### config.mk
export PLATFORM = sky130hd
export DESIGN_NAME = smnm_match
export DESIGN_NICKNAME = d
export VERILOG_FILES = /design/src/rtl/core/smnm_pkg.sv /design/src/rtl/core/smnm_ram.sv /design/src/rtl/core/smnm_match.sv
export SDC_FILE = /design/constraint.sdc
export NUM_CORES = 1
export LEC_CHECK = 0
export CAP_MARGIN = 20
export CORE_ASPECT_RATIO = 0.8
export CORE_MARGIN = 3
export CORE_UTILIZATION = 40
export DETAILED_ROUTE_END_ITERATION = 8
export DONT_BUFFER_PORTS = 1
export PLACE_DENSITY = 0.51
export SLEW_MARGIN = 20
export SYNTH_ARGS = -nofsm -noshare
export SYNTH_HDL_FRONTEND = slang
export SYNTH_SLANG_ARGS = --single-unit
### constraint.sdc
create_clock -name clock -period 6.5 [get_ports clock]
set_clock_uncertainty 0.05 [all_clocks]
set_input_delay 0.325 -clock clock [delete_from_list [all_inputs] [get_ports clock]]
set_output_delay 0.325 -clock clock [all_outputs]
set_load 0.05 [all_outputs]
### src/rtl/core/smnm_pkg.sv
package smnm_pkg;

   localparam int FFT_SIZE_DEF       = 4096;
   localparam int PEAKS_DEF          = 5;
   localparam int TEMPLATE_DEPTH_DEF = 128;

   localparam int CFG_W      = 8;
   localparam int SLOT_W     = 7;
   localparam int TBIN_W     = 12;
   localparam int MAG_W      = 16;
   localparam int PEAK_NUM_W = 3;
   localparam int NOTE_W     = 7;
   localparam int PBIN_W     = 12;

   localparam logic [CFG_W-1:0] MARGIN_RESET = 8'd10;
   localparam logic [CFG_W-1:0] COUNT_RESET  = 8'd127;

   localparam logic CSR_SEARCH_MARGIN  = 1'b0;
   localparam logic CSR_TEMPLATE_COUNT = 1'b1;

   localparam logic OP_TEMPLATE = 1'b0;
   localparam logic OP_BIN      = 1'b1;

   typedef struct packed {
      logic              we;
      logic [SLOT_W-1:0] slot;
      logic [TBIN_W-1:0] bin;
   } tpl_write_type;

   typedef struct packed {
      logic              done;
      logic [NOTE_W-1:0] note;
   } match_status_type;

endpackage

### src/rtl/core/smnm_ram.sv
module smnm_ram #(
   parameter int WIDTH = 16,
   parameter int DEPTH = 2049
) (
   input  logic                     clock,
   input  logic                     we,
   input  logic [$clog2(DEPTH)-1:0] addr,
   input  logic [WIDTH-1:0]         wdata,
   output logic [WIDTH-1:0]         rdata
);

   logic [WIDTH-1:0] mem_ff [DEPTH];
   logic [WIDTH-1:0] rdata_ff;

   always_ff @(posedge clock) begin
      if (we) begin
         mem_ff[addr] <= wdata;
      end
      rdata_ff <= mem_ff[addr];
   end

   assign rdata = rdata_ff;

endmodule

### src/rtl/core/smnm_match.sv
module smnm_match
   import smnm_pkg::*;
#(
   parameter int TEMPLATE_DEPTH = TEMPLATE_DEPTH_DEF,
   parameter int PEAK_W         = 12
) (
   input  logic              clock,
   input  logic              reset,
   input  tpl_write_type     tpl_wr,
   input  logic              start,
   input  logic [PEAK_W-1:0] peak,
   input  logic [CFG_W-1:0]  count,
   output match_status_type  status
);

   localparam int TPL_AW = $clog2(TEMPLATE_DEPTH);
   localparam int CNT_W  = $clog2(TEMPLATE_DEPTH + 1);
   localparam int XW     = (CNT_W > CFG_W) ? CNT_W : CFG_W;
   localparam int DW     = (TBIN_W > PEAK_W) ? TBIN_W : PEAK_W;

   typedef enum logic {M_IDLE, M_RUN} mstate_type;

   mstate_type        state_ff, state_in;
   logic [CNT_W-1:0]  n_ff, n_in;
   logic [CNT_W-1:0]  issue_ff, issue_in;
   logic              rv_ff, rv_in;
   logic [TPL_AW-1:0] ridx_ff, ridx_in;
   logic [DW-1:0]     best_ff, best_in;
   logic [TPL_AW-1:0] winner_ff, winner_in;
   logic [PEAK_W-1:0] peak_ff, peak_in;
   logic              done_ff, done_in;

   logic [TPL_AW-1:0]    ram_addr;
   logic                 ram_we;
   logic [TBIN_W-1:0]    ram_rdata;
   logic [TPL_AW+6:0]    slot_x;
   logic [XW-1:0]        cnt_x;
   logic [XW-1:0]        n_x;
   logic [DW:0]          diff;
   logic [DW-1:0]        distance;
   logic [TPL_AW+6:0]    winner_x;
   logic                 more;

   assign slot_x   = {{TPL_AW{1'b0}}, tpl_wr.slot};
   assign cnt_x    = XW'(count);
   assign more     = (issue_ff < n_ff);
   assign diff     = (DW+1)'(ram_rdata) - (DW+1)'(peak_ff);
   assign distance = diff[DW] ? DW'(-diff) : diff[DW-1:0];
   assign winner_x = {{SLOT_W{1'b0}}, winner_ff};

   always_comb begin
      if (cnt_x == '0) begin
         n_x = XW'(1);
      end else if (cnt_x > XW'(TEMPLATE_DEPTH)) begin
         n_x = XW'(TEMPLATE_DEPTH);
      end else begin
         n_x = cnt_x;
      end
   end

   always_comb begin
      ram_we   = tpl_wr.we && (slot_x < (TPL_AW+7)'(TEMPLATE_DEPTH)) && (state_ff == M_IDLE);
      ram_addr = slot_x[TPL_AW-1:0];
      if (state_ff == M_RUN) begin
         ram_addr = issue_ff[TPL_AW-1:0];
      end
   end

   smnm_ram #(
      .WIDTH (TBIN_W),
      .DEPTH (TEMPLATE_DEPTH)
   ) u_tpl_ram (
      .clock (clock),
      .we    (ram_we),
      .addr  (ram_addr),
      .wdata (tpl_wr.bin),
      .rdata (ram_rdata)
   );

   always_comb begin
      state_in  = state_ff;
      n_in      = n_ff;
      issue_in  = issue_ff;
      rv_in     = 1'b0;
      ridx_in   = ridx_ff;
      best_in   = best_ff;
      winner_in = winner_ff;
      peak_in   = peak_ff;
      done_in   = 1'b0;
      case (state_ff)
         M_IDLE: begin
            if (start) begin
               n_in     = n_x[CNT_W-1:0];
               issue_in = '0;
               peak_in  = peak;
               state_in = M_RUN;
            end
         end
         M_RUN: begin
            if (more) begin
               issue_in = issue_ff + 1'b1;
               rv_in    = 1'b1;
               ridx_in  = issue_ff[TPL_AW-1:0];
            end
            if (rv_ff) begin
               if ((ridx_ff == '0) || (distance < best_ff)) begin
                  best_in   = distance;
                  winner_in = ridx_ff;
               end
            end
            if (!more && !rv_ff) begin
               done_in  = 1'b1;
               state_in = M_IDLE;
            end
         end
         default: state_in = M_IDLE;
      endcase
   end

   always_ff @(posedge clock) begin
      if (reset) begin
         state_ff <= M_IDLE;
         rv_ff    <= 1'b0;
         done_ff  <= 1'b0;
      end else begin
         state_ff <= state_in;
         rv_ff    <= rv_in;
         done_ff  <= done_in;
      end
      n_ff      <= n_in;
      issue_ff  <= issue_in;
      ridx_ff   <= ridx_in;
      best_ff   <= best_in;
      winner_ff <= winner_in;
      peak_ff   <= peak_in;
   end

   assign status.done = done_ff;
   assign status.note = winner_x[NOTE_W-1:0];

endmodule

# Word-level counts from Yosys, hierarchy flattened

Memories as Yosys holds them, arrays and structs flattened. A register that Yosys moved wholly into a read port is not among the register bits.
Index checks and enable logic that the tools add are counted.

Word-level logic and storage cells: 48
Bits in writable memories: 1,536
Input port bits: 43
Memories: 1
Flip-flop bits (word level): 57

Reductions and logical operators: 14
Add/subtract/negate cells: 3
Multiplexer cells: 13
Bitwise operators: 1
Magnitude comparators: 4
Eq/ne operators: 2

Memory list:

| name             | depth | bits a word | read ports | clocked after memory_dff | wr ports | line           | source |
|---|---|---|---|---|---|---|---|
| u_tpl_ram.mem_ff | 128   | 12          | 1          | 1                        | 1        | smnm_ram.sv:12 | `logic [WIDTH-1:0] mem_ff [DEPTH];` |

Operators by type and width:

| kind                | count |
|---|---|
| $mux 8              | 3 |
| $pmux 8 s2          | 1 |
| $sub 12x12->13      | 1 |
| $lt 12x12->1        | 1 |
| $mux 12             | 1 |
| $neg 12->12         | 1 |
| $add 8x1->8 const B | 1 |
| $gt 8x8->1 const B  | 1 |
| $logic_not 8->1     | 1 |
| $lt 7x8->1 const B  | 1 |
| $lt 8x8->1          | 1 |
| $logic_not 7->1     | 1 |
| $mux 7              | 1 |
| $mux 1              | 6 |
| $reduce_and 2->1    | 3 |
| $reduce_or 2->1     | 2 |
| $logic_and 1x1->1   | 3 |
| $reduce_and 3->1    | 1 |
| $logic_not 1->1     | 2 |
| $ne 2x1->1 const B  | 1 |
| $ne 2x2->1 const B  | 1 |
| $pmux 1 s2          | 1 |
| $logic_or 1x1->1    | 1 |
| $not 1->1           | 1 |

# Depth between registers and ports, before layout

Gate-level depths: netlist (run 1).

Word-level depth: 6
Mapped depth: 22
Mapped depth without buffers: 21

# Cells and area by module

From an unflattened synthesis (run 1), not the netlist that was laid out.

Cells, all modules: 3,763
Area, all modules: 63,271.9 um2

Modules (own cells, without submodules):

| module     | cells each | instances | seq. area each (um2) | area each (um2) |
|---|---|---|---|---|
| smnm_ram   | 3,464      | 1         | 46,364.5             | 59,776.1 |
| smnm_match | 299        | 1         | 1,681.6              | 3,495.9 |

# Least setup slack after synthesis (run 1)

Ideal clock, no wire load.

Path type: reg2reg
From: reg u_tpl_ram.rdata_ff[0] (netlist: u_tpl_ram.rdata[0]), read port of u_tpl_ram.mem_ff
To: reg best_ff[0], enable pin
Data arrival time: 4,568 ps
Data required time: 6,043 ps
Cell stages (with the launch flop): 22
Setup time: 407 ps
Path slack: 1,475 ps
Period minus slack after synthesis: 5,025 ps
Path buffers: 1
Cells stage by stage: dfxtp_1 -> inv_1 -> ha_1 -> inv_1 -> fa_1 -> a21oi_1 -> o2111ai_1 -> and3_1 -> o21ai_0 -> a21oi_1 -> nor2_1 -> clkbuf_1 -> nand2_1 -> xnor2_1 -> ha_1 -> a21o_1 -> a21o_1 -> a21oi_1 -> o21ai_0 -> a31o_2 -> a21o_1 -> a31oi_1

Word-level cells in the longest chain between the ends: 6

RTL lines:

| element                        | line              | source |
|---|---|---|
| start, declared                | smnm_ram.sv:13    | `logic [WIDTH-1:0] rdata_ff;` |
| $sub 12x12->13 (*)             | smnm_match.sv:47  | `assign diff = (DW+1)'(ram_rdata) - (DW+1)'(peak_ff);` |
| $neg 12->12                    | smnm_match.sv:48  | `assign distance = diff[DW] ? DW'(-diff) : diff[DW-1:0];` |
| $mux 12 (*)                    | smnm_match.sv:48  |  |
| named net distance[5]          | smnm_match.sv:40  | `logic [DW-1:0] distance;` |
| $lt 12x12->1 (*)               | smnm_match.sv:106 | `if ((ridx_ff == '0) \|\| (distance < best_ff)) begin` |
| $logic_or 1x1->1 (*)           | smnm_match.sv:106 |  |
| $reduce_and 3->1 (no line) (*) | n/a               |  |
| end signal, assigned           | smnm_match.sv:133 | `best_ff <= best_in;` |
| end, declared                  | smnm_match.sv:28  | `logic [DW-1:0] best_ff, best_in;` |

Mark *: on every way through the listed nets, which the timed path passes. The rest lies on a longest branch.
A chain may end at the register's enable or synchronous reset.

# Worst setup path after layout (run 1)

From: reg u_tpl_ram.rdata_ff[0] (netlist: u_tpl_ram.rdata[0]), read port of u_tpl_ram.mem_ff
To: reg winner_ff[5], enable pin

Word-level cells in the longest chain between the ends: 6

RTL lines:

| element                        | line              | source |
|---|---|---|
| $sub 12x12->13 (*)             | smnm_match.sv:47  |  |
| $neg 12->12                    | smnm_match.sv:48  |  |
| $mux 12 (*)                    | smnm_match.sv:48  |  |
| named net distance[5]          | smnm_match.sv:40  |  |
| $lt 12x12->1 (*)               | smnm_match.sv:106 |  |
| $logic_or 1x1->1 (*)           | smnm_match.sv:106 |  |
| $reduce_and 3->1 (no line) (*) | n/a               |  |
| end signal, assigned           | smnm_match.sv:134 | `winner_ff <= winner_in;` |
| end, declared                  | smnm_match.sv:29  | `logic [TPL_AW-1:0] winner_ff, winner_in;` |

Marks and branches as above.

==> impl_results.rst, run 1 <==
.. list-table::
   :header-rows: 1

   * - Metric
     - Value
   * - Result of the run
     - finished clean
   * - Final ANT Viol Nets
     - 0
   * - Area of combinational cells with multiple inputs
     - 11,210 µm²
   * - Share of the synthesized area in the top cell type
     - 79.17%
   * - Number of endpoints failing setup at the final stage
     - 0
   * - Critical path start-end classification
     - register to register
   * - Setup slack, reg-to-reg
     - about 1.5 ns
   * - Fin Hold WS
     - around 0.12 ns
   * - First-pass GRT wire length
     - 262,200 µm
   * - Crit path buffers/inverters
     - 3
   * - Fraction of the mapped netlist area in compound gates
     - 12.45%
   * - Fin. max-slew vios
     - 0
   * - Area of the placeable core
     - 148,700 µm²
   * - Clock-pin slew reported for the worst setup and hold paths after clock tree synthesis
     - 0.07 ns
   * - Synth top cells by count
     - 1,590 x sky130_fd_sc_hd__edfxtp_1, 540 x sky130_fd_sc_hd__a22oi_1, 294 x sky130_fd_sc_hd__nand2_1
   * - Total half-perimeter wirelength after legalization and detailed placement
     - 105,400 µm
   * - Maximum cell stage delay along the critical path
     - 0.51 ns
   * - Post-Route Setup TNS
     - 0 ns
   * - Share of cells above drive strength 1
     - 12.17%
   * - Total number of nets in the final design
     - 3,833
   * - Starting utilization of the core area
     - 40.57%
   * - Number of DRC violations after detailed routing
     - 0
   * - Largest net degree at the start of global routing
     - ~130
   * - Number of H-tree levels
     - 4
   * - Crit path max-delay cell type
     - sky130_fd_sc_hd__nor2_1
   * - Mean cell area of the mapped netlist
     - 16.84 µm²
   * - Synth Area in XOR/XNOR
     - less than 1%
   * - Dominant synthesized flop cell
     - sky130_fd_sc_hd__edfxtp_1
   * - Largest delay share family, worst path
     - compound AO/OA/AOI/OAI gates
   * - Placer Congestion
     - a little over 0.8
   * - Number of fillers in the final layout
     - 12,780
   * - Antenna diodes
     - 0
   * - F_max
     - 199.5 MHz
   * - Final hold violations
     - 0
   * - Cell chain of the critical path
     - inv_1 > ha_1 > inv_1 > fa_1 > a21oi_1 > o2111ai_1 > and3_1 > o21ai_0 > a21oi_1 > nor2_1 > nand2_1 > xnor2_1 > ha_1 > a21o_1 > a21o_1 > a21oi_1 > o21ai_0 > a31o_2 > a21o_1 > a31oi_2 > buf_4
   * - Crit path launch type
     - register
   * - Warnings from Yosys
     - 0
   * - Arrival time worst endpoint
     - approximately 5.4 ns
   * - Die X
     - approximately 440 µm
   * - Synthesized-area fraction occupied by adder cells
     - 0.6971%
   * - Synth Instances
     - 3,581
   * - Net Count, Synth
     - 3,657
   * - Register cell area after layout
     - between 40,000 and 50,000 µm²
   * - Count of buffers inserted at the top-level ports
     - 0
   * - Total power divided by cell area
     - 334.1 nW/µm²
   * - Remaining Overflow, GRT
     - 0
   * - Clock Path Buffers
     - 3
   * - Via count
     - roughly 35,000
   * - Growth of design area from synthesis to finish
     - 14.43%
   * - Synth Register Bits
     - 1,605
   * - All-Layer GR Usage
     - 23.68%
   * - Number of max-capacitance violations reported
     - 0
   * - CP Data Required Time
     - 6.90 ns
   * - Final routed wire length divided by cell count
     - 31.99 µm
   * - Minimum period implied by the final worst setup slack
     - 5.012 ns
   * - Fin worst setup slack
     - 1.488 ns
   * - Post-synthesis share of cell area spent on and, or, nand and nor gates
     - 4.309%
   * - Netlist area before placement
     - 60,310 µm²
   * - Synth area leader
     - sky130_fd_sc_hd__edfxtp_1
   * - Design Power
     - 23,060 µW
   * - Floorplan die area
     - around 160,000 µm²
   * - Iteration count of the initial detailed-routing pass
     - 7
   * - RSZ-0062 raised after global routing
     - false
   * - FFs w/ async S/R, synth
     - 0%
   * - Violation count after the first detailed-routing iteration
     - 4,842
   * - Detailed-route wire length
     - 187,500 µm
   * - Unique masters post-synth
     - 72
   * - Lkg Pwr
     - 0.02144 µW
   * - Maximum VDD drop
     - 228.9 µV
   * - Worst-case headroom to the max-slew limit
     - 24.33%
   * - Final core utilization
     - 46.42%
   * - Number of buffers inserted during clock tree synthesis
     - 156
   * - Number of antenna violations at the first check in global routing
     - 12
   * - Multiplexer fraction of the synthesized cell area
     - 0.3796%
   * - Average via count per standard cell
     - 6.015
   * - CP Capture Type
     - register
   * - Number of synthesized flops with an enable pin
     - 1,590
   * - Clock latency of the later-clocked register in the worst-skew pair
     - 0.80 ns
   * - Number of global-route vias before repair
     - 33,040
   * - Dominant combinational cell family by area after synthesis
     - compound AO/OA/AOI/OAI gates
   * - Maximum fanout along the worst path
     - 19
   * - Std cell rows
     - 126
   * - Biggest area contributors in the synthesized netlist
     - sky130_fd_sc_hd__edfxtp_1 79%, sky130_fd_sc_hd__a22oi_1 6.7%, sky130_fd_sc_hd__nand2_1 1.8%
   * - Clock tree from TritonCTS
     - built
   * - Share of the yosys chip area belonging to registers
     - roughly 80%
   * - Slew at the pin closest to its max-slew limit
     - 1.120 ns
   * - Clk root buf
     - sky130_fd_sc_hd__clkbuf_16
   * - Most common cell in the synthesized netlist
     - sky130_fd_sc_hd__edfxtp_1
   * - Post-placement setup slack
     - ~1.5 ns
   * - Cts repair resizes
     - 0
   * - DIE HEIGHT
     - ~350 µm
   * - Tightest Hold Check Type
     - primary input to register
   * - Final worst-path cycle share
     - 77.10%
   * - Top-level port count
     - 51
   * - CTS sink cnt
     - 1,605
==> layout make-up <==
cell class | count | area share, %
multi-input combinational | 1712 | 16.24
clock inverter | 83 | 0.9337
timing repair buffer | 242 | 3.419
sequential | 1605 | 69.62
inverter | 40 | 0.2176
clock buffer | 195 | 5.975
tap | 1984 | 3.597
==> state kept, by name, indices dropped and copies added, names as in the netlist <==
register          flops
state_ff              1
n_ff                  8
ridx_ff               7
u_tpl_ram.rdata      12
winner_ff             7
done_ff               1
u_tpl_ram.mem_ff   1536
best_ff              12
issue_ff              8
rv_ff                 1
peak_ff              12
==> per-stage QoR <==
stage	std cells	area, µm²
after floorplan	3581	60310
after global placement	5535	63540
after detailed placement	5535	63560
after CTS	5861	69010
after global routing	5861	69010
final	5861	69010
==> where the power goes <==
group,internal (µW),switching (µW),total (µW)
Clock,4840,3870,8710
Sequential,11500,87.1,11600
Combinational,818,1920,2740
Total,17200,5880,23100
==> cells by family after synthesis <==
| kind of cell | after synthesis |
|---|---|
| fa+ha+maj | 33 |
| flops | 1605 |
| xor+xnor | 26 |
| buf+inv | 264 |
| simple gates | 600 |
| mux | 20 |
| compound gates | 1033 |
==> per-layer routing <==
| layer | wire length, µm | track usage (%) | part of all wire (%) | up-vias |
|---|---|---|---|---|
| li1 | - | - | - | 14960 |
| met1 | 84240 | 36.33 | 45 | 18310 |
| met2 | 82200 | 34.53 | 44 | 1757 |
| met3 | 17280 | 4.740 | 9.2 | 229 |
| met4 | 3780 | 5.693 | 2.0 | 0 |
| met5 | 0 | 0 | 0 | - |
==> layout by cell type (no fill, tap or decap), types with 12 or more instances in the layout <==
cell type	Yosys	routed
sky130_fd_sc_hd__clkbuf_1	50	35
sky130_fd_sc_hd__buf_16	0	12
sky130_fd_sc_hd__ha_1	32	32
sky130_fd_sc_hd__a221oi_1	49	49
sky130_fd_sc_hd__a31oi_1	77	76
sky130_fd_sc_hd__nor2_2	0	15
sky130_fd_sc_hd__clkinv_2	0	27
sky130_fd_sc_hd__nand2_1	294	294
sky130_fd_sc_hd__buf_4	9	177
sky130_fd_sc_hd__a22o_1	18	18
sky130_fd_sc_hd__dlygate4sd3_1	0	36
sky130_fd_sc_hd__a41oi_1	49	49
sky130_fd_sc_hd__nor3_1	13	13
sky130_fd_sc_hd__buf_12	0	17
sky130_fd_sc_hd__nand4_1	32	32
sky130_fd_sc_hd__nand3_1	29	29
sky130_fd_sc_hd__o21ai_0	27	26
sky130_fd_sc_hd__dfxtp_1	15	14
sky130_fd_sc_hd__clkinv_1	0	37
sky130_fd_sc_hd__a222oi_1	32	32
sky130_fd_sc_hd__clkbuf_16	0	159
sky130_fd_sc_hd__a22oi_1	540	540
sky130_fd_sc_hd__a21oi_1	159	158
sky130_fd_sc_hd__nor2_1	161	146
sky130_fd_sc_hd__inv_1	40	40
sky130_fd_sc_hd__edfxtp_1	1590	1590
sky130_fd_sc_hd__xnor2_1	18	18
sky130_fd_sc_hd__nor4_1	19	16
==> final timing paths <==
check,endpoint,depth (start not counted),start
worst max-delay path,winner_ff[5]$_DFFE_PP_,21,u_tpl_ram.rdata[0]$_DFF_P_
worst min-delay path,peak_ff[7]$_DFFE_PP_,1,peak[7]
worst min register to register,winner_ff[0]$_DFFE_PP_,0,ridx_ff[0]$_DFFE_PP_
worst max register to register,winner_ff[5]$_DFFE_PP_,21,u_tpl_ram.rdata[0]$_DFF_P_
==> repair_timing <==
item | CTS | global route
setup buffers | 0 | 0
hold buffers | 48 | 0
hold endpoints to repair | 1581 | 0
(Power assumes the default switching activity.)
==> run 2, diff against run 1 <==
--- a/config.mk
+++ b/config.mk
@@ -11,7 +11,7 @@
 export CORE_UTILIZATION = 40
 export DETAILED_ROUTE_END_ITERATION = 8
 export DONT_BUFFER_PORTS = 1
-export PLACE_DENSITY = 0.51
+export PLACE_DENSITY = 0.53
 export SLEW_MARGIN = 20
 export SYNTH_ARGS = -nofsm -noshare
 export SYNTH_HDL_FRONTEND = slang
==> constraint.sdc (replaced) <==
create_clock -name clock -period 4.17 [get_ports clock]
set_clock_uncertainty 0.05 [all_clocks]
set_input_delay 0.2085 -clock clock [delete_from_list [all_inputs] [get_ports clock]]
set_output_delay 0.2085 -clock clock [all_outputs]
set_load 0.05 [all_outputs]
==> run 2 against run 1 <==
Effect of this change: worst setup slack worse by 1.3 ns; clock power up 54%; wire length down 0.12%; first-iteration DRC count up 0.81%; non-clock buffer count up 234; global-route usage up 0.14 points; cell count up 4.1%; cell area up 3.1%.
==> impl_results.rst, run 2 (synthesis gave the netlist of run 1 again) <==
.. list-table::
   :header-rows: 1

   * - Metric
     - Value
   * - Remaining Overflow, GRT
     - 0 (unchanged)
   * - Crit path launch type
     - register
   * - Slew at the pin closest to its max-slew limit
     - 1.094 ns (-0.02662 ns)
   * - Register with the highest flop count
     - u_tpl_ram.mem_ff
   * - Maximum VDD drop
     - 386.6 µV (+69%)
   * - Maximum fanout along the worst path
     - 8 (-11)
   * - Fin worst setup slack
     - 0.1602 ns (-1.328 ns)
   * - Number of buffers inserted during clock tree synthesis
     - 152 (-2.6%)
   * - Sequential Power Share
     - 49.6% (-0.7 points)
   * - Minimum period implied by the final worst setup slack
     - 4.010 ns (-1.002 ns)
   * - Total half-perimeter wirelength after legalization and detailed placement
     - 111,300 µm (+5.6%)
   * - Net switching component of the power
     - 9305 µW (+58%)
   * - CP Capture Type
     - register
   * - Fin. max-slew vios
     - 0 (unchanged)
   * - Tightest Hold Check Type
     - primary input to register
   * - Placer Congestion
     - 0.8285 (+1.0%)
   * - Number of DRC violations after detailed routing
     - 0 (unchanged)
   * - CTS sink cnt
     - 1,605 (unchanged)
   * - Area of the placeable core
     - 148,700 µm² (unchanged)
   * - Share of cells above drive strength 1
     - 16.86% (+4.7 points)
   * - Count of buffers inserted at the top-level ports
     - 0 (unchanged)
   * - RSZ-0062 raised after global routing
     - false
   * - Most common library cell in the layout ignoring fill and taps
     - sky130_fd_sc_hd__edfxtp_1
   * - Lkg Pwr
     - 0.02271 µW (+5.9%)
   * - Number of H-tree levels
     - 4 (unchanged)
   * - Final ANT Viol Nets
     - 0 (unchanged)
   * - DIE HEIGHT
     - 353.3 µm (unchanged)
   * - Largest register FFs
     - 1,536 (unchanged)
   * - Clock Path Buffers
     - 3 (unchanged)
   * - Clk root buf
     - sky130_fd_sc_hd__clkbuf_16
   * - Highest-count cells in the layout ignoring fill and taps
     - 1,590 x sky130_fd_sc_hd__edfxtp_1, 540 x sky130_fd_sc_hd__a22oi_1, 376 x sky130_fd_sc_hd__buf_4, 293 x sky130_fd_sc_hd__nand2_1
   * - Via count
     - 36,040 (+2.2%)
   * - Iteration count of the initial detailed-routing pass
     - 8 (+1)
   * - Maximum cell stage delay along the critical path
     - 0.39 ns (-0.12 ns)
   * - Total power divided by cell area
     - 512.0 nW/µm² (+53%)
   * - Number of global-route vias before repair
     - 34,800 (+5.3%)
   * - Sw Share
     - 25.55% (+0.060 points)
   * - Number of antenna violations at the first check in global routing
     - 6 (-6)
   * - Largest delay share family, worst path
     - simple AND/OR/NAND/NOR gates
   * - Std cell rows
     - 126 (unchanged)
   * - Crit path max-delay cell type
     - sky130_fd_sc_hd__or3_4
   * - Final worst-path cycle share
     - 96.16% (+19 points)
   * - Floorplan die area
     - 155,500 µm² (unchanged)
   * - Number of endpoints failing setup at the final stage
     - 0 (unchanged)
   * - Clock-pin slew reported for the worst setup and hold paths after clock tree synthesis
     - 0.06 ns (about the same)
   * - Post-placement setup slack
     - -0.1767 ns (-1.657 ns)
   * - CP Data Required Time
     - 4.61 ns (-2.29 ns)
   * - Detailed-route wire length
     - 187,300 µm (-0.12%)
   * - Top-level port count
     - 51 (unchanged)
   * - Largest net degree at the start of global routing
     - 129 (unchanged)
   * - Cell internal pwr
     - 27,110 µW (+58%)
   * - Final hold violations
     - 0 (unchanged)
   * - Clock tree from TritonCTS
     - built
   * - Worst-case headroom to the max-slew limit
     - 26.82% (+2.5 points)
   * - Starting utilization of the core area
     - 40.57% (unchanged)
   * - Cell chain of the critical path
     - ha_4 > inv_2 > fa_2 > buf_4 > buf_4 > xnor2_4 > nand3_2 > or3_4 > or3_4 > and2_1 > xor2_1 > ha_1 > a21o_1 > a31o_2 > a21o_1 > a31oi_4 > buf_6
   * - Violation count after the first detailed-routing iteration
     - 4,881 (+0.81%)
   * - F_max
     - 249.4 MHz (+25%)
   * - Design Power
     - 36,410 µW (+58%)
   * - Comb power frac
     - 13.6% (+1.7 points)
   * - All-Layer GR Usage
     - 23.82% (+0.14 points)
   * - Total number of nets in the final design
     - 4,063 (+6.0%)
   * - Die X
     - 440.1 µm (unchanged)
   * - Result of the run
     - finished clean
   * - First-pass GRT wire length
     - 264,500 µm (+0.89%)
   * - Growth of design area from synthesis to finish
     - 17.93%
   * - Final routed wire length divided by cell count
     - 30.71 µm (-4.0%)
   * - Post-Route Setup TNS
     - 0 ns (unchanged)
   * - Critical path start-end classification
     - register to register
   * - Arrival time worst endpoint
     - 4.45 ns (-0.97 ns)
   * - Clock latency of the later-clocked register in the worst-skew pair
     - 0.79 ns (about the same)
   * - Number of max-capacitance violations reported
     - 0 (unchanged)
   * - Crit path buffers/inverters
     - 4 (+1)
   * - Clock power share
     - 36.8% (-1.0 points)
   * - Average via count per standard cell
     - 5.910 (-1.8%)
## run 2: cell types whose count changed in the layout (fill, tap and decap cells not counted), moves of 12 or more
cell,previous run,this run
sky130_fd_sc_hd__nor2_2,15,1
sky130_fd_sc_hd__buf_12,17,36
sky130_fd_sc_hd__dlygate4sd3_1,36,48
sky130_fd_sc_hd__buf_4,177,376
sky130_fd_sc_hd__nor2_1,146,159
sky130_fd_sc_hd__clkinv_1,37,50
## run 2: area by class of cell
| type | count | area (µm²) |
|---|---|---|
| flip-flops and latches | 1605 | 48050 |
| clock buffers | 190 | 4105 |
| inverters | 40 | 150.1 |
| multi-input cells | 1712 | 11320 |
| clock inverters | 87 | 604.3 |
| diodes | 5 | 12.51 |
| repair buffers | 476 | 4399 |
| fillers | 12650 | 77540 |
| well taps | 1984 | 2482 |
## run 2: timing repair
item | CTS | global route
setup endpoints to repair | 19 | 19
hold endpoints to repair | 1580 | 0
pin swaps | 22 | 11
buffers inserted | 6 | 0
hold buffers | 60 | 0
resized for setup | 17 | 20
## run 2: path summary, 6_finish.rpt
path	startpoint	to	slack, ns	depth (start not counted)
worst min register to register	ridx_ff[3]$_DFFE_PP_	winner_ff[3]$_DFFE_PP_	0.40	0
worst max register to register	peak_ff[0]$_DFFE_PP_	best_ff[3]$_DFFE_PP_	0.16	17
worst min-delay path	tpl_wr[16]	u_tpl_ram.rdata[1]$_DFF_P_	0.08	5
worst max-delay path	peak_ff[0]$_DFFE_PP_	best_ff[3]$_DFFE_PP_	0.16	17
## run 2: power by group through the flow
stage,logic [µW],clock network [µW],registers (µW)
after global routing,5240,14300,18100
after floorplan,2330,0,18300
final,4940,13400,18100
after global placement,4310,0,18400
after CTS,4800,13600,18100
after detailed placement,4310,0,18400
## run 2: stage by stage
stage               utilization, %  hold WS (ns)  cell area (µm²)  instances
floorplan                        -        0.2353            60340       3581
global placement             43.98        0.2383            65380       5751
detailed placement           43.98        0.2439            65380       5751
CTS                          47.76       0.01631            71010       6094
global route                 47.84       0.02976            71120       6096
finish                       47.84       0.07820            71120       6099
## run 2: worst min-delay path, cell delays in order
cell,delay (ns)
sky130_fd_sc_hd__o21ai_2,0.08
sky130_fd_sc_hd__buf_4,0.21
sky130_fd_sc_hd__nand2_1,0.08
sky130_fd_sc_hd__nand4_1,0.09
sky130_fd_sc_hd__buf_4,0.17
## run 2: per-layer routing
metal	global-route usage [%]	wire, µm	up-vias	share of wire, %
li1	-	-	15430	-
met1	35.20	81770	18700	44
met2	34.80	83140	1654	44
met3	6.148	17790	249	9.5
met4	6.549	4560	4	2.4
met5	0	23	-	0.012
